<file path="src/rtl/ntrq_pkg.sv">
`default_nettype none
package ntrq_pkg;

  localparam int TAG_BYTES   = 540;
  localparam int QUEUE_SLOTS = 4;
  localparam int CRC_POS     = 312;
  localparam int CNT_W       = 10;

  localparam logic [7:0] CMD_HEAD_BYTE = 8'h11;
  localparam logic [7:0] CMD_ID_STATUS = 8'h01;
  localparam logic [7:0] CMD_ID_NFC    = 8'h02;
  localparam logic [7:0] SUB_START     = 8'h01;
  localparam logic [7:0] SUB_STOP      = 8'h02;
  localparam logic [7:0] SUB_POLL      = 8'h04;
  localparam logic [7:0] SUB_READ      = 8'h06;
  localparam logic [7:0] IDLE_BYTE     = 8'hff;
  localparam logic [7:0] CRC_POLY      = 8'h07;
  localparam logic [3:0] POLL_FIRST    = 4'd1;
  localparam logic [3:0] POLL_AGAIN    = 4'd9;
  localparam logic [2:0] POWER_NFC     = 3'd4;

  typedef enum logic [3:0] {
    ACT_RESET   = 4'd0,
    ACT_POWER   = 4'd1,
    ACT_MODE    = 4'd2,
    ACT_TAG     = 4'd3,
    ACT_LOAD    = 4'd4,
    ACT_UNLOAD  = 4'd5,
    ACT_COMMAND = 4'd6,
    ACT_READ    = 4'd7,
    ACT_ADVANCE = 4'd8
  } ntrq_action_e;

  typedef enum logic [2:0] {
    K_STAT_OFF = 3'd0,
    K_STAT_ON  = 3'd1,
    K_POLL     = 3'd2,
    K_READ1    = 3'd3,
    K_READ2    = 3'd4,
    K_READ3    = 3'd5
  } ntrq_kind_e;

  typedef struct packed {
    logic [3:0] action;
    logic [7:0] value;
    logic [9:0] index;
    logic [9:0] length;
    logic [7:0] cmd_head;
    logic [7:0] cmd_id;
    logic [7:0] sub_id;
    logic       args_clear;
  } ntrq_in_t;

  typedef struct packed {
    logic       ok;
    logic [7:0] read_byte;
  } ntrq_out_t;

  // controller to datapath
  typedef struct packed {
    logic             restart;
    logic             tag_wr;
    logic [9:0]       tag_addr;
    logic [7:0]       tag_data;
    logic             clr_step;
    logic             gen_addr;
    logic             gen_write;
    ntrq_kind_e       kind;
    logic [1:0]       slot;
    logic             found;
    logic [2:0]       power;
    logic [3:0]       poll;
    logic             rd;
    logic [1:0]       rd_slot;
    logic [9:0]       rd_index;
  } ntrq_cmd_t;

  typedef struct packed {
    logic       clr_last;
    logic       gen_last;
    logic [7:0] rd_byte;
  } ntrq_sts_t;

  typedef struct packed {
    logic       from_tag;
    logic [9:0] tag_addr;
    logic       sel_power;
    logic       sel_poll;
    logic [7:0] byte_val;
  } ntrq_src_t;

  localparam logic [7:0] READ_WIRE [15] = '{8'h3a,8'h00,8'h07,8'h01,8'h00,8'h01,8'h31,8'h02,
                                            8'h00,8'h00,8'h00,8'h01,8'h02,8'h00,8'h07};
  localparam logic [7:0] READ_META [45] = '{
    8'h00,8'h00,8'h00,8'h00,8'h7d,8'hfd,8'hf0,8'h79,8'h36,8'h51,8'hab,8'hd7,8'h46,8'h6e,
    8'h39,8'hc1,8'h91,8'hba,8'hbe,8'hb8,8'h56,8'hce,8'hed,8'hf1,8'hce,8'h44,
    8'hcc,8'h75,8'hea,8'hfb,8'h27,8'h09,8'h4d,8'h08,8'h7a,8'he8,8'h03,8'h00,8'h3b,8'h3c,
    8'h77,8'h78,8'h86,8'h00,8'h00};
  localparam logic [7:0] READ_SECOND [7] = '{8'h3a,8'h00,8'h07,8'h02,8'h00,8'h09,8'h27};
  localparam logic [7:0] READ_TAIL [16] = '{8'h2a,8'h00,8'h05,8'h00,8'h00,8'h09,8'h31,8'h04,
                                            8'h00,8'h00,8'h00,8'h01,8'h01,8'h02,8'h00,8'h07};
  localparam logic [7:0] POLL_HDR [7] = '{8'h2a,8'h00,8'h05,8'h00,8'h00,8'h09,8'h31};
  localparam logic [7:0] POLL_FOUND [8] = '{8'h00,8'h00,8'h00,8'h01,8'h01,8'h02,8'h00,8'h07};
  localparam logic [7:0] STATUS_HDR [7] = '{8'h01,8'h00,8'h00,8'h00,8'h08,8'h00,8'h1b};

  function automatic logic [7:0] crc8_step(logic [7:0] c, logic [7:0] d);
    logic [7:0] r;
    r = c ^ d;
    for (int b = 0; b < 8; b++) begin
      r = r[7] ? ((r << 1) ^ CRC_POLY) : (r << 1);
    end
    return r;
  endfunction

  function automatic logic [7:0] crc_idle();
    logic [7:0] c;
    c = crc8_step(8'h00, IDLE_BYTE);
    for (int i = 1; i < CRC_POS; i++) begin
      c = crc8_step(c, 8'h00);
    end
    return c;
  endfunction

  localparam logic [7:0] CRC_IDLE = crc_idle();

  // UID byte j of a response: tag bytes 0..2, then 4..7
  function automatic logic [9:0] uid_addr(logic [9:0] j);
    return (j < 10'd3) ? j : j + 10'd1;
  endfunction

  function automatic ntrq_src_t gen_src(ntrq_kind_e kind, logic [9:0] k, logic found);
    ntrq_src_t  s;
    logic [9:0] off;
    s   = '0;
    off = '0;
    case (kind)
      K_STAT_OFF: begin
        if (k == 10'd0) s.byte_val = IDLE_BYTE;
      end
      K_STAT_ON: begin
        if (k < 10'd7) s.byte_val = STATUS_HDR[k[2:0]];
        else if (k == 10'd7) s.sel_power = 1'b1;
      end
      K_POLL: begin
        if (k < 10'd7) s.byte_val = POLL_HDR[k[2:0]];
        else if (k == 10'd7) s.sel_poll = 1'b1;
        else if (found && k < 10'd16) begin
          off = k - 10'd8;
          s.byte_val = POLL_FOUND[off[2:0]];
        end else if (found && k < 10'd23) begin
          s.from_tag = 1'b1;
          s.tag_addr = uid_addr(k - 10'd16);
        end
      end
      K_READ1: begin
        if (k < 10'd15) s.byte_val = READ_WIRE[k[3:0]];
        else if (k < 10'd22) begin
          s.from_tag = 1'b1;
          s.tag_addr = uid_addr(k - 10'd15);
        end else if (k < 10'd67) begin
          off = k - 10'd22;
          s.byte_val = READ_META[off[5:0]];
        end else if (k < 10'd312) begin
          s.from_tag = 1'b1;
          s.tag_addr = k - 10'd67;
        end
      end
      K_READ2: begin
        if (k < 10'd7) s.byte_val = READ_SECOND[k[2:0]];
        else if (k < 10'd302) begin
          s.from_tag = 1'b1;
          s.tag_addr = k + 10'd238;
        end
      end
      K_READ3: begin
        if (k < 10'd16) s.byte_val = READ_TAIL[k[3:0]];
        else if (k < 10'd23) begin
          s.from_tag = 1'b1;
          s.tag_addr = uid_addr(k - 10'd16);
        end
      end
      default: s = '0;
    endcase
    return s;
  endfunction

endpackage
`default_nettype wire

</file>
<file path="src/rtl/ntrq_ctrl.sv">
`default_nettype none
module ntrq_ctrl
  import ntrq_pkg::*;
#(
  parameter int PACKET_BYTES = 313
) (
  input  wire logic      clk_i,
  input  wire logic      rst_ni,
  input  wire logic      in_valid_i,
  output logic           in_stall_o,
  input  wire ntrq_in_t  in_item_i,
  output logic           out_valid_o,
  input  wire logic      out_stall_i,
  output ntrq_out_t      out_item_o,
  output ntrq_cmd_t      cmd_o,
  input  wire ntrq_sts_t sts_i
);

  typedef enum logic [5:0] {
    S_IDLE = 6'b000001,
    S_CLR  = 6'b000010,
    S_GA   = 6'b000100,
    S_GW   = 6'b001000,
    S_RD   = 6'b010000,
    S_DONE = 6'b100000
  } state_e;

  state_e     state_q, state_d;
  logic       present_q, present_d, reported_q, reported_d;
  logic [2:0] power_q, power_d;
  logic [3:0] poll_q, poll_d;
  logic [1:0] head_q, head_d;
  logic [2:0] count_q, count_d;
  ntrq_kind_e kind_q, kind_d;
  logic [1:0] slot_q, slot_d, pkts_q, pkts_d;
  logic       found_q, found_d, gen_pend_q, gen_pend_d;
  logic       ok_q, ok_d;
  logic [7:0] rb_q, rb_d;
  logic       out_valid_q, out_valid_d;
  ntrq_out_t  out_q, out_d;

  logic       accept, emp, push, push_rd, go_clr, go_rd, go_gen, out_free;
  ntrq_kind_e pkind;
  logic [1:0] head_n;
  logic [2:0] cnt_n;

  assign in_stall_o  = (state_q != S_IDLE);
  assign accept      = in_valid_i && (state_q == S_IDLE);
  assign out_free    = !out_valid_q || !out_stall_i;
  assign out_valid_o = out_valid_q;
  assign out_item_o  = out_q;

  always_comb begin
    present_d  = present_q;
    reported_d = reported_q;
    power_d    = power_q;
    poll_d     = poll_q;
    head_d     = head_q;
    count_d    = count_q;
    kind_d     = kind_q;
    slot_d     = slot_q;
    pkts_d     = pkts_q;
    found_d    = found_q;
    gen_pend_d = gen_pend_q;
    ok_d       = ok_q;
    rb_d       = rb_q;
    state_d    = state_q;
    out_valid_d = out_valid_q && out_stall_i;
    out_d      = out_q;
    emp        = 1'b0;
    push       = 1'b0;
    push_rd    = 1'b0;
    pkind      = K_STAT_OFF;
    go_clr     = 1'b0;
    go_rd      = 1'b0;
    go_gen     = 1'b0;
    head_n     = head_q;
    cnt_n      = count_q;

    cmd_o          = '0;
    cmd_o.tag_addr = in_item_i.index;
    cmd_o.tag_data = in_item_i.value;
    cmd_o.kind     = kind_q;
    cmd_o.slot     = slot_q;
    cmd_o.found    = found_q;
    cmd_o.power    = power_q;
    cmd_o.poll     = poll_q;
    cmd_o.rd_slot  = head_q;
    cmd_o.rd_index = in_item_i.index;

    unique case (state_q)
      S_IDLE: begin
        if (accept) begin
          ok_d = 1'b1;
          rb_d = 8'h00;
          cmd_o.restart = 1'b1;
          case (in_item_i.action)
            ACT_RESET: begin
              emp = 1'b1; power_d = '0; poll_d = '0; reported_d = 1'b0;
            end
            ACT_POWER: begin
              if (in_item_i.value > 8'd1) ok_d = 1'b0;
              else begin
                emp = 1'b1; power_d = in_item_i.value[2:0]; poll_d = '0;
                reported_d = 1'b0; push = 1'b1;
              end
            end
            ACT_MODE: begin
              if (in_item_i.length < 10'd3 ||
                  (in_item_i.value != 8'd0 && in_item_i.value != 8'd1 &&
                   in_item_i.value != 8'd4)) ok_d = 1'b0;
              else if (power_q != 3'd0 && in_item_i.value != 8'd0) begin
                power_d = in_item_i.value[2:0]; poll_d = '0; reported_d = 1'b0;
                emp = 1'b1; push = 1'b1;
              end
            end
            ACT_TAG: begin
              if (in_item_i.index < 10'(TAG_BYTES)) cmd_o.tag_wr = 1'b1;
              else ok_d = 1'b0;
            end
            ACT_LOAD: begin
              if (in_item_i.length != 10'(TAG_BYTES)) ok_d = 1'b0;
              else begin
                present_d = 1'b1; reported_d = 1'b0; emp = 1'b1;
                if (power_q == POWER_NFC && poll_q != 4'd0) begin
                  poll_d = POLL_FIRST; push = 1'b1; pkind = K_POLL;
                end else if (power_q != 3'd0) push = 1'b1;
              end
            end
            ACT_UNLOAD: begin
              present_d = 1'b0; reported_d = 1'b0; emp = 1'b1; go_clr = 1'b1;
              if (poll_q != 4'd0) begin
                poll_d = POLL_FIRST;
                if (power_q == POWER_NFC) begin
                  push = 1'b1; pkind = K_POLL;
                end
              end
            end
            ACT_COMMAND: begin
              if (in_item_i.length < 10'd11 || in_item_i.cmd_head != CMD_HEAD_BYTE) ok_d = 1'b0;
              else if (in_item_i.cmd_id == CMD_ID_STATUS) push = 1'b1;
              else if (in_item_i.cmd_id != CMD_ID_NFC || in_item_i.length < 10'd12 ||
                       power_q != POWER_NFC) ok_d = 1'b0;
              else begin
                case (in_item_i.sub_id)
                  SUB_START: poll_d = POLL_FIRST;
                  SUB_STOP: begin
                    poll_d = '0; reported_d = 1'b0; emp = 1'b1;
                  end
                  SUB_POLL: begin
                    push = 1'b1; pkind = K_POLL;
                  end
                  SUB_READ: begin
                    if (in_item_i.length < 10'd25 || !present_q || !in_item_i.args_clear)
                      ok_d = 1'b0;
                    else push_rd = 1'b1;
                  end
                  default: ok_d = 1'b0;
                endcase
              end
            end
            ACT_READ: begin
              if (in_item_i.index >= 10'(PACKET_BYTES)) ok_d = 1'b0;
              else if (count_q != 3'd0) begin
                go_rd = 1'b1; cmd_o.rd = 1'b1;
              end else if (in_item_i.index == 10'd0) rb_d = IDLE_BYTE;
              else if (in_item_i.index == 10'(CRC_POS)) rb_d = CRC_IDLE;
            end
            ACT_ADVANCE: begin
              if (count_q != 3'd0) begin
                head_d  = head_q + 2'd1;
                count_d = count_q - 3'd1;
              end
            end
            default: ok_d = 1'b0;
          endcase

          // queue claim
          if (emp) begin
            head_n = '0;
            cnt_n  = '0;
            head_d = '0;
            count_d = '0;
          end
          if (push_rd) begin
            head_d = '0; count_d = 3'd3; slot_d = 2'd0; pkts_d = 2'd2;
            kind_d = K_READ1; found_d = 1'b0; go_gen = 1'b1;
          end else if (push && cnt_n < 3'(QUEUE_SLOTS)) begin
            go_gen  = 1'b1;
            slot_d  = head_n + cnt_n[1:0];
            count_d = cnt_n + 3'd1;
            pkts_d  = 2'd0;
            found_d = 1'b0;
            if (pkind == K_POLL) begin
              kind_d = K_POLL;
              if (present_d && poll_d != 4'd0) begin
                poll_d     = reported_d ? POLL_AGAIN : POLL_FIRST;
                reported_d = 1'b1;
                found_d    = 1'b1;
              end
            end else begin
              kind_d = (power_d == 3'd0) ? K_STAT_OFF : K_STAT_ON;
            end
          end
          gen_pend_d = go_gen;
          if (go_clr) state_d = S_CLR;
          else if (go_gen) state_d = S_GA;
          else if (go_rd) state_d = S_RD;
          else state_d = S_DONE;
        end
      end
      S_CLR: begin
        cmd_o.clr_step = 1'b1;
        if (sts_i.clr_last) begin
          // rewind the byte counter for the build that may follow
          cmd_o.restart = 1'b1;
          state_d = gen_pend_q ? S_GA : S_DONE;
        end
      end
      S_GA: begin
        cmd_o.gen_addr = 1'b1;
        state_d = S_GW;
      end
      S_GW: begin
        cmd_o.gen_write = 1'b1;
        state_d = S_GA;
        if (sts_i.gen_last) begin
          if (pkts_q != 2'd0) begin
            // next read fragment goes to the following slot
            cmd_o.restart = 1'b1;
            pkts_d = pkts_q - 2'd1;
            slot_d = slot_q + 2'd1;
            kind_d = (kind_q == K_READ1) ? K_READ2 : K_READ3;
          end else begin
            state_d = S_DONE;
          end
        end
      end
      S_RD: begin
        rb_d    = sts_i.rd_byte;
        state_d = S_DONE;
      end
      S_DONE: begin
        if (out_free) begin
          out_valid_d = 1'b1;
          out_d.ok    = ok_q;
          out_d.read_byte = rb_q;
          state_d     = S_IDLE;
        end
      end
      default: state_d = S_IDLE;
    endcase
  end

  always_ff @(posedge clk_i or negedge rst_ni) begin
    if (!rst_ni) begin
      state_q     <= S_IDLE;
      present_q   <= 1'b0;
      reported_q  <= 1'b0;
      power_q     <= '0;
      poll_q      <= '0;
      head_q      <= '0;
      count_q     <= '0;
      gen_pend_q  <= 1'b0;
      out_valid_q <= 1'b0;
    end else begin
      state_q     <= state_d;
      present_q   <= present_d;
      reported_q  <= reported_d;
      power_q     <= power_d;
      poll_q      <= poll_d;
      head_q      <= head_d;
      count_q     <= count_d;
      gen_pend_q  <= gen_pend_d;
      out_valid_q <= out_valid_d;
    end
  end

  always_ff @(posedge clk_i) begin
    kind_q  <= kind_d;
    slot_q  <= slot_d;
    pkts_q  <= pkts_d;
    found_q <= found_d;
    ok_q    <= ok_d;
    rb_q    <= rb_d;
    out_q   <= out_d;
  end

endmodule
`default_nettype wire
</file>
<file path="config.mk">
export PLATFORM = sky130hd
export DESIGN_NAME = ntrq_ctrl
export DESIGN_NICKNAME = d
export VERILOG_FILES = /design/src/rtl/ntrq_pkg.sv /design/src/rtl/ntrq_ctrl.sv
export SDC_FILE = /design/constraint.sdc
export NUM_CORES = 1
export LEC_CHECK = 0
export ABC_AREA = 1
export BUFFER_PORTS_ARGS = -buffer_cell sky130_fd_sc_hd__clkbuf_2
export CAP_MARGIN = 10
export CORE_MARGIN = 5
export CORE_UTILIZATION = 54
export CTS_CLUSTER_SIZE = 25
export DETAILED_ROUTE_END_ITERATION = 12
export MAX_ROUTING_LAYER = met4
export PLACE_DENSITY_LB_ADDON = 0.25
export SYNTH_ARGS = -nofsm -noshare
export SYNTH_HDL_FRONTEND = slang
export SYNTH_SLANG_ARGS = --single-unit
</file>
<file path="constraint.sdc">
create_clock -name clk_i -period 5.75 [get_ports clk_i]
set_clock_uncertainty 0.15 [all_clocks]
set_input_delay 0.2875 -clock clk_i [delete_from_list [all_inputs] [get_ports clk_i]]
set_output_delay 0.2875 -clock clk_i [all_outputs]
set_load 0.02 [all_outputs]
</file>
==> impl_metrics.csv, run 1 <==
group,metric,value,unit
status,status,"finished clean",
pwr,p_switching,539,uW
floorplanning,pin_count,131,
pwr,swShare,40.9,%
routing,drt_iter0_markers,181,
floorplanning,die-area,8260,um^2
routing,avgRoutedWirePerCell,12.7,um
yosys,synth_top_area_share,22.1,%
pwr,ir_drop,0.201,mV
placed_design,place_area,4040,um^2
floorplanning,chipWidth,90.9,um
sta,min_period,3.41,ns
worst_hold_path,hold_class,"in2reg",
sta,rsz0062_at_grt,"false",
yosys,synth_seq_cells,48,
sta,max_slew.worst_pin.slew,0.798,ns
floorplanning,core_region_area,6350,um^2
yosys,yosysSeqAreaShare,37.7,%
sta,slew_headroom,46.8,%
clock_tree,h-tree-depth,2,
global_route,gr-total-overflow,0,
pwr,seqPwrFrac,39.9,%
worst_setup_path,crit_required,5.31,ns
placed_design,gp_congestion,0.969,
yosys,syn_nets,570,
yosys,synth_xor_xnor_area_share,0.743,%
routing,drc,0,
global_route,grt_pass1_vias,3356,
clock_tree,cts_buffers,5,
layout,fin_area,4180,um^2
yosys,yosys-top-cells-area,"edfxtp_1 (22%), dfrtp_1 (15%), nand2_1 (11%)",
pwr,powerDensity,316,nW/um^2
floorplanning,die_h,90.9,um
routing,antenna_left,0,
clock_tree,clk_pin_slew,0.09,ns
yosys,synth_top_family_by_area,"simple AND/OR/NAND/NOR gates",
yosys,ys_warn_count,0,
worst_setup_path,critPathKind,"reg2out",
sta,finalHoldViolCount,0,
layout,syn2layout_area_growth,18.2,%
routing,num_vias,3483,
global_route,grt_pass1_wl,14.6,mm
global_route,grt_max_degree,23,
routing,wl_met1,3.60,mm
placed_design,dp_hpwl,7.19,mm
clock_tree,cts_tree,"done",
sta,clock.fmax,294,MHz
routing,wl_met3,607,um
routing,wl_met2,4.19,mm
placed_design,port_buffers,130,
routing,highest_layer,"met4",
worst_setup_path,endpoint_kind,"primary output",
floorplanning,floorplan.initialDensity,55.7,%
flow_run,drv_cap,0,
routing,wirelength,8.58,mm
worst_setup_path,start_kind,"flip-flop",
pwr,power.internal,780,uW
yosys,syn_area,3530,um^2
clock_tree,clock_tree.root_cell,"clkbuf_8",
yosys,syn-instance-count,494,
clock_tree,cts_resized,0,
yosys,synthSimpleGateAreaFrac,34.2,%
yosys,yosys.area_share.adder,1.77,%
pwr,clockPowerShare,18.9,%
sta,post-route-period-util,59.2,%
clock_tree,clk_latency,0.31,ns
global_route,track_usage,21.5,%
sta,tns,0,ns
pwr,leakage,0.00222,uW
yosys,synth_top_area_cell,"edfxtp_1",
sta,setup_viol,0,
worst_setup_path,cp_max_fo,14,
clock_tree,post-cts-setup-buffers,0,
sta,slew_violations,0,
clock_tree,cts.sinks,48,
layout,diodes,0,
worst_setup_path,arrival,2.97,ns
floorplanning,fp-row-count,29,
yosys,synth_mux_area_share,0,%
pwr,combinationalPowerShare,41.2,%
routing,viasPerCell,5.14,
layout,drive_gt1_share,27.8,%
global_route,antenna_found_initial,0,
clock_tree,cts_max_path_buffers,2,
yosys,synth-compound-area-share,9.52,%
layout,nets,676,
yosys,synth.distinct_cells,44,
routing,first_pass_iters,4,
yosys,avgSynthCellArea,7.16,um^2
==> cells in the final DEF, fill, tap and decap left out, drive strengths merged, types with 3 or more instances in the layout <==
cell type  count
clkbuf       136
nand2        108
inv           89
nor2          79
nand3         36
edfxtp        26
o21ai         26
dfrtp         21
nor3          19
a21oi         15
nand4          9
nor4           6
ha             5
o211ai         3
a31oi          3
==> power by group through the flow <==
stage | sequential (uW) | combinational (uW) | clock [uW]
after floorplan | 588 | 319 | 0
after CTS | 527 | 544 | 252
after global placement | 529 | 525 | 0
after detailed placement | 534 | 541 | 0
after global routing | 539 | 606 | 265
final | 527 | 543 | 249
==> cell families after synthesis <==
kind of cell	Yosys count
simple gates	261
buf+inv	121
compound gates	56
flops	48
fa+ha+maj	5
xor+xnor	3
==> final timing paths <==
kind,start,to,slack (ns),depth (start not counted)
min,sts_i[0],rb_q[0],0.10,3
min reg2reg,ok_q,out_item_o[8],0.28,0
max,state_q[0],cmd_o[48],2.34,7
max reg2reg,state_q[0],head_q[1],2.70,10
max in group asynchronous,rst_ni,state_q[0],4.72,2
min in group asynchronous,rst_ni,head_q[0],0.35,2
==> through the flow <==
step | hold slack, ns | setup slack, ns | total power [uW] | instances | util, %
final | 0.102 | 2.34 | 1320 | 678 | 65.8
after global routing | 0.101 | 2.05 | 1410 | 678 | 65.8
after CTS | 0.0963 | 2.36 | 1320 | 677 | 65.7
after detailed placement | 0.148 | 2.70 | 1070 | 668 | 63.7
after global placement | 0.147 | 2.82 | 1050 | 668 | 63.7
after floorplan | -0.158 | 3.38 | 907 | 494 | -
==> critical path, stage by stage (launching register included) <==
cell	delay, ns
dfstp_2	0.56
inv_1	0.07
nor4_2	0.37
inv_1	0.20
nor2_1	0.56
inv_1	0.45
o311ai_0	0.22
clkbuf_2	0.23
==> routing by layer <==
metal  GRT usage [%]  up-vias
met3            3.25       16
met5               -        -
li1                -     1778
met2            35.8      126
met1            26.4     1563
met4            7.58        0
==> timing repair <==
action | in CTS | in global routing
setup endpoints to repair | 0 | 0
endpoints found under the hold margin | 21 | 0
hold buffers | 1 | 0
==> synthesized netlist by cell type (all sizes together) <==
library cell and number:
nand2 108, inv 88, nor2 79, nand3 36, buf 31, edfxtp 26
o21ai 26, dfrtp 21, nor3 19, a21oi 15, nand4 9, nor4 6
ha 5, a31oi 3, o211ai 3, a21boi 2, clkbuf 2, o22ai 2
or2 2, xor2 2, a221oi 1, a31o 1, dfstp 1, nand3b 1
nor3b 1, o2111ai 1, o311ai 1, o41ai 1, xnor2 1
==> final cells by class <==
cell class	count	area, um^2
Inverter	88	330
Timing Repair Buffer	132	668
Clock inverter	3	46.3
Fill cell	569	2170
Tap cell	77	96.3
Clock buffer	5	68.8
Multi-Input combinational cell	325	1630
Sequential cell	48	1330
==> registers in the layout (all words and copies together) (netlist names), 2 cells and up <==
register and count:
count_q 3, power_q 3, poll_q 4, rb_q 8
pkts_q 2, slot_q 2, kind_q 3, out_item_o 9
head_q 2, state_q 6
No activity file was read; power rests on OpenSTA's default activity.
==> run 2: changes to the inputs <==
--- a/config.mk
+++ b/config.mk
@@ -9,7 +9,7 @@
 export BUFFER_PORTS_ARGS = -buffer_cell sky130_fd_sc_hd__clkbuf_2
 export CAP_MARGIN = 10
 export CORE_MARGIN = 5
-export CORE_UTILIZATION = 54
+export CORE_UTILIZATION = 50
 export CTS_CLUSTER_SIZE = 25
 export DETAILED_ROUTE_END_ITERATION = 12
 export MAX_ROUTING_LAYER = met4
==> constraint.sdc (replaced) <==
create_clock -name clk_i -period 3.55 [get_ports clk_i]
set_clock_uncertainty 0.15 [all_clocks]
set_input_delay 0.1775 -clock clk_i [delete_from_list [all_inputs] [get_ports clk_i]]
set_output_delay 0.1775 -clock clk_i [all_outputs]
set_load 0.02 [all_outputs]
==> run 2 against run 1 <==
- worst hold slack lost 0.099 ns
- wire length is 0.56% lower
- first-iteration DRC count up 16%
- critical path type unchanged
==> impl_metrics.csv, run 2 (synthesis results as in run 1) <==
group,metric,value,unit
status,status,"finished clean",
clock_tree,cts_max_path_buffers,2,
worst_setup_path,r2r-end,"count_q[0]",
routing,wl_met3,532,um
routing,avgRoutedWirePerCell,12.2,um
clock_tree,clk_latency,0.30,ns
pwr,power.internal,1270,uW
sta,setup_viol,0,
sta,min_period,2.77,ns
layout,fin_area,4230,um^2
routing,first_pass_iters,4,
global_route,grt_pass1_vias,3156,
floorplanning,floorplan.initialDensity,51.7,%
worst_setup_path,cpMostUsedCell,"inv_1",
pwr,combinationalPowerShare,41.3,%
clock_tree,cts_buffers,5,
worst_hold_path,worstHoldStart,"sts_i[7]",
placed_design,dp_cells,689,
clock_tree,h-tree-depth,2,
pwr,powerDensity,504,nW/um^2
pwr,p_switching,861,uW
global_route,grt_max_degree,23,
layout,drive_gt1_share,27.8,%
pwr,ir_drop,0.221,mV
clock_tree,cts_tree,"done",
sta,finalHoldViolCount,0,
routing,antenna_left,0,
layout,diodes,0,
worst_setup_path,rr_worst_depth,11,
floorplanning,pin_count,131,
worst_setup_path,critPathKind,"reg2out",
placed_design,gp_congestion,0.910,
routing,wl_met2,4.07,mm
sta,tns,0,ns
routing,drt_iter0_markers,210,
worst_setup_path,crit_chain,"inv_1 -> nor4_2 -> inv_1 -> nor2_1 -> buf_4 -> inv_1 -> o311ai_0 -> clkbuf_2",
worst_setup_path,arrival,2.45,ns
clock_tree,post-cts-setup-buffers,0,
clock_tree,clk_pin_slew,0.09,ns
placed_design,dp_hpwl,7.22,mm
worst_setup_path,critPathTopFamily,"buffers and inverters",
layout,nets,679,
layout,syn2layout_area_growth,19.6,%
worst_setup_path,cpPeakStageDelay,0.56,ns
placed_design,place_area,4080,um^2
worst_setup_path,path_buf_inv,5,
worst_setup_path,endpoint_kind,"primary output",
floorplanning,die-area,8850,um^2
worst_setup_path,cp_max_fo,14,
floorplanning,core_region_area,6830,um^2
global_route,antenna_found_initial,0,
floorplanning,chipWidth,94.1,um
layout,instances_no_fill,700,
sta,clock.fmax,361,MHz
layout,nFillCells,667,
worst_setup_path,start_kind,"flip-flop",
flow_run,drv_cap,0,
clock_tree,cts.sinks,48,
sta,rsz0062_at_grt,"false",
layout,final_cell_mix,"clkbuf_2 (130), nand2_1 (103), inv_1 (84)",
floorplanning,die_h,94.1,um
worst_setup_path,regToRegStartpoint,"state_q[0]",
global_route,track_usage,19.7,%
routing,highest_layer,"met4",
sta,slew_headroom,46.5,%
worst_setup_path,crit_required,3.22,ns
sta,slew_violations,0,
sta,max_slew.worst_pin.slew,0.802,ns
pwr,seqPwrFrac,40.1,%
global_route,grt_pass1_wl,13.9,mm
worst_hold_path,hold_path_depth,3,
routing,drc,0,
worst_hold_path,min_to,"rb_q[7]",
pwr,swShare,40.4,%
routing,wl_met1,3.83,mm
layout,layout_commonest_cell,"clkbuf_2",
worst_hold_path,hold_class,"in2reg",
pwr,leakage,0.00224,uW
worst_setup_path,slowest_stage,"dfstp_2",
worst_setup_path,ff2ff_setup_slack,1.03,ns
placed_design,port_buffers,130,
clock_tree,clock_tree.root_cell,"clkbuf_8",
sta,post-route-period-util,78.1,%
floorplanning,fp-row-count,30,
routing,wirelength,8.53,mm
routing,num_vias,3413,
routing,viasPerCell,4.88,
global_route,gr-total-overflow,0,
pwr,clockPowerShare,18.6,%
layout,largest_reg_flops,9,
## run 2: cell count changes in the layout (fill, tap and decap cells not counted), sizes merged
cell | before | now
buf | 0 | 2
inv | 89 | 88
clkbuf | 136 | 135
clkinvlp | 1 | 0
clkinv | 0 | 2
dlygate4sd3 | 1 | 3
## run 2: power groups by stage
stage	clock network, uW	registers, uW	logic, uW
after detailed placement	0	865	876
after global routing	428	873	980
after CTS	405	854	883
after global placement	0	861	858
final	397	854	879
after floorplan	0	952	517
## run 2: layout make-up
type	count	area (um^2)	share of cell area, %
timing repair buffer	135	696	16.4
tap	96	120	2.84
clock inverter	3	47.5	1.12
clock buffer	5	68.8	1.63
inverter	88	330	7.81
multi-input combinational	325	1630	38.6
sequential	48	1330	31.5
## run 2: timing repair
| item | in CTS | in global routing |
|---|---|---|
| gates resized for setup | 0 | 0 |
| setup endpoints to repair | 0 | 0 |
| hold buffers | 3 | 0 |
| hold endpoints to repair | 23 | 0 |
## run 2: worst max-delay path by stage
stage | startpoint | to | depth (start not counted)
finish | state_q[0] | cmd_o[48] | 8
global route | state_q[0] | cmd_o[48] | 8
CTS | state_q[0] | cmd_o[48] | 8
detailed placement | state_q[0] | rb_q[2] | 7
global placement | state_q[0] | rb_q[5] | 7
floorplan | state_q[5] | cmd_o[48] | 5
## run 2: metrics by stage
| step | hold slack (ns) | util (%) | power, uW | setup WS, ns |
|---|---|---|---|---|
| 6_report | 0.00299 | 61.9 | 2130 | 0.777 |
| 5_1_grt | 0.0111 | 61.9 | 2280 | 0.599 |
| 4_1_cts | 0.00144 | 61.9 | 2140 | 0.777 |
| 3_5_place_dp | 0.0399 | 59.8 | 1740 | 1.06 |
| 3_3_place_gp | 0.0420 | 59.8 | 1720 | 1.12 |
| 2_1_floorplan | -0.268 | - | 1470 | 1.29 |
## run 2: routing by layer
| metal | vias up | GRT usage, % |
|---|---|---|
| met5 | - | - |
| met4 | 0 | 5.66 |
| met3 | 6 | 2.32 |
| met2 | 112 | 32.4 |
| met1 | 1509 | 25.7 |
| li1 | 1786 | - |
## run 2: worst register-to-register path, cell delays in order, from the launching register on
cell	delay [ns]
dfstp_2	0.56
inv_1	0.06
nor4_2	0.36
inv_1	0.18
nor2_1	0.13
buf_4	0.18
inv_1	0.24
a21oi_4	0.26
inv_2	0.07
nand2_4	0.09
o21ai_1	0.08
o21ai_1	0.08
==> run 3: changes to the inputs <==
==> constraint.sdc (replaced) <==
create_clock -name clk_i -period 2.8 [get_ports clk_i]
set_clock_uncertainty 0.15 [all_clocks]
set_input_delay 0.14 -clock clk_i [delete_from_list [all_inputs] [get_ports clk_i]]
set_output_delay 0.14 -clock clk_i [all_outputs]
set_load 0.02 [all_outputs]
==> run 3 against run 2 <==
- sequential share of layout area is 0.67 points lower
- critical endpoint unchanged
- utilization rose by 1.4 points
- cell count increased by 1.4%
- design area grew 2.2%
- global-route usage grew 1.5 points
- critical path depth down 1
- clock power increased by 27%
- setup slack got worse by 0.57 ns
- register-to-register slack worse by 0.71 ns
- non-clock buffer count grew 10
- clock-buffer cell count is the same
- wire length grew 6.6%
==> impl_metrics.csv, run 3 (synthesis results as in run 1) <==
group,metric,value,unit
pwr,power,2710,uW
flow_run,drv_cap,0,
floorplanning,die-area,8850,um^2
global_route,grt_max_degree,23,
global_route,gr-total-overflow,0,
routing,num_vias,3461,
sta,setup_viol,0,
layout,diodes,0,
routing,drc,0,
floorplanning,chipWidth,94.1,um
sta,tns,0,ns
sta,min_period,2.60,ns
sta,finalHoldViolCount,0,
placed_design,port_buffers,130,
layout,syn2layout_area_growth,22.3,%
worst_setup_path,cpMostUsedCell,"inv_1",
worst_setup_path,rr_worst_depth,12,
layout,largest_reg_flops,9,
worst_setup_path,start_kind,"flip-flop",
placed_design,dp_hpwl,7.61,mm
routing,viasPerCell,4.87,
worst_setup_path,regToRegStartpoint,"power_q[2]",
global_route,grt_pass1_vias,3337,
global_route,track_usage,21.1,%
clock_tree,clk_latency,0.30,ns
clock_tree,cts_max_path_buffers,2,
layout,drive_gt1_share,28.0,%
routing,wirelength,9.09,mm
worst_hold_path,worstHoldStart,"sts_i[9]",
placed_design,gp_congestion,0.914,
global_route,antenna_found_initial,0,
floorplanning,core_region_area,6830,um^2
worst_setup_path,cp-startpoint,"state_q[0]",
worst_setup_path,endpoint_kind,"primary output",
clock_tree,clock_tree.root_cell,"clkbuf_8",
layout,fin_area,4320,um^2
layout,final_cell_mix,"clkbuf_2 (130), nand2_1 (103), inv_1 (83)",
worst_setup_path,critPathKind,"reg2out",
worst_setup_path,cpPeakStageDelay,0.55,ns
worst_setup_path,crit_chain,"inv_1 -> nor4_2 -> inv_1 -> nor2_1 -> inv_2 -> o311ai_0 -> clkbuf_2",
floorplanning,floorplan.initialDensity,51.7,%
sta,rsz0062_at_grt,"false",
sta,clock.fmax,385,MHz
worst_setup_path,cp_max_fo,14,
pwr,powerDensity,628,nW/um^2
worst_setup_path,arrival,2.31,ns
status,status,"finished clean",
placed_design,place_area,4110,um^2
worst_hold_path,hold_class,"in2reg",
floorplanning,pin_count,131,
sta,post-route-period-util,92.7,%
worst_setup_path,slowest_stage,"dfstp_2",
routing,avgRoutedWirePerCell,12.8,um
routing,drt_iter0_markers,137,
pwr,ir_drop,0.234,mV
layout,nets,689,
worst_setup_path,crit_required,2.51,ns
sta,slew_violations,0,
worst_hold_path,hold_path_depth,3,
routing,antenna_left,0,
placed_design,pre_cts_ws,0.330,ns
clock_tree,cts.sinks,48,
clock_tree,h-tree-depth,2,
global_route,grt_pass1_wl,14.8,mm
floorplanning,die_h,94.1,um
sta,slew_headroom,62.6,%
sta,max_slew.worst_pin.slew,0.561,ns
clock_tree,cts_tree,"done",
sta,setup_ws,0.205,ns
clock_tree,clk_pin_slew,0.09,ns
clock_tree,cts_buffers,5,
routing,first_pass_iters,5,
floorplanning,fp-row-count,30,
layout,layout_commonest_cell,"clkbuf_2",
pwr,leakage,0.00229,uW
run 3: cell types whose count changed in the layout (fill, tap and decap cells not counted):
cell,change
inv_1,-1
buf_4,+3
inv_2,+1
dlygate4sd3_1,+7
run 3: final timing paths:
kind                                       to  slack [ns]
worst max-delay path                cmd_o[48]        0.20
worst min-delay path               state_q[1]        0.08
worst max register to register     count_q[1]        0.32
worst min register to register  out_item_o[8]        0.28
max in group asynchronous          state_q[0]        1.91
min in group asynchronous           head_q[0]        0.20
run 3: power breakdown:
| group | switching [uW] | internal (uW) |
|---|---|---|
| combinational | 756 | 378 |
| sequential | 101 | 974 |
| clock | 236 | 269 |
| total | 1090 | 1620 |
run 3: what timing repair did:
item | in CTS | in global routing
hold endpoints to repair | 30 | 0
endpoints found under the setup margin | 0 | 3
hold buffers | 10 | 0
resized for setup | 0 | 1
setup buffers | 0 | 0
run 3: final cells by class:
type                       count  area (um^2)
clock inverter                 3         47.5
clock buffer                   5         68.8
sequential                    48         1330
inverter                      88          330
timing repair buffer         145          788
fill                         664         2510
multi-input combinational    325         1630
tap                           96          120
run 3: metrics by stage:
| stage | instances | util (%) | hold slack [ns] |
|---|---|---|---|
| 4_1_cts | 710 | 63.3 | 0.0782 |
| 6_report | 710 | 63.3 | 0.0848 |
| 3_3_place_gp | 692 | 60.1 | 0.00716 |
| 2_1_floorplan | 494 | - | -0.306 |
| 5_1_grt | 710 | 63.3 | 0.0777 |
| 3_5_place_dp | 692 | 60.1 | 0.0132 |
run 3: worst max-delay path, delay by kind of cell (launching register included):
family,cells,cell delay (ns)
compound gates,1,0.16
simple gates,2,0.60
flops,1,0.55
buf+inv,4,0.69
run 3: per-layer routing:
| metal | vias to the layer above | share of wire [%] | global-route usage, % |
|---|---|---|---|
| met4 | 0 | 1.2 | 5.90 |
| li1 | 1806 | - | - |
| met5 | - | 0 | - |
| met3 | 10 | 5.9 | 1.92 |
| met2 | 119 | 49 | 36.3 |
| met1 | 1526 | 44 | 26.7 |
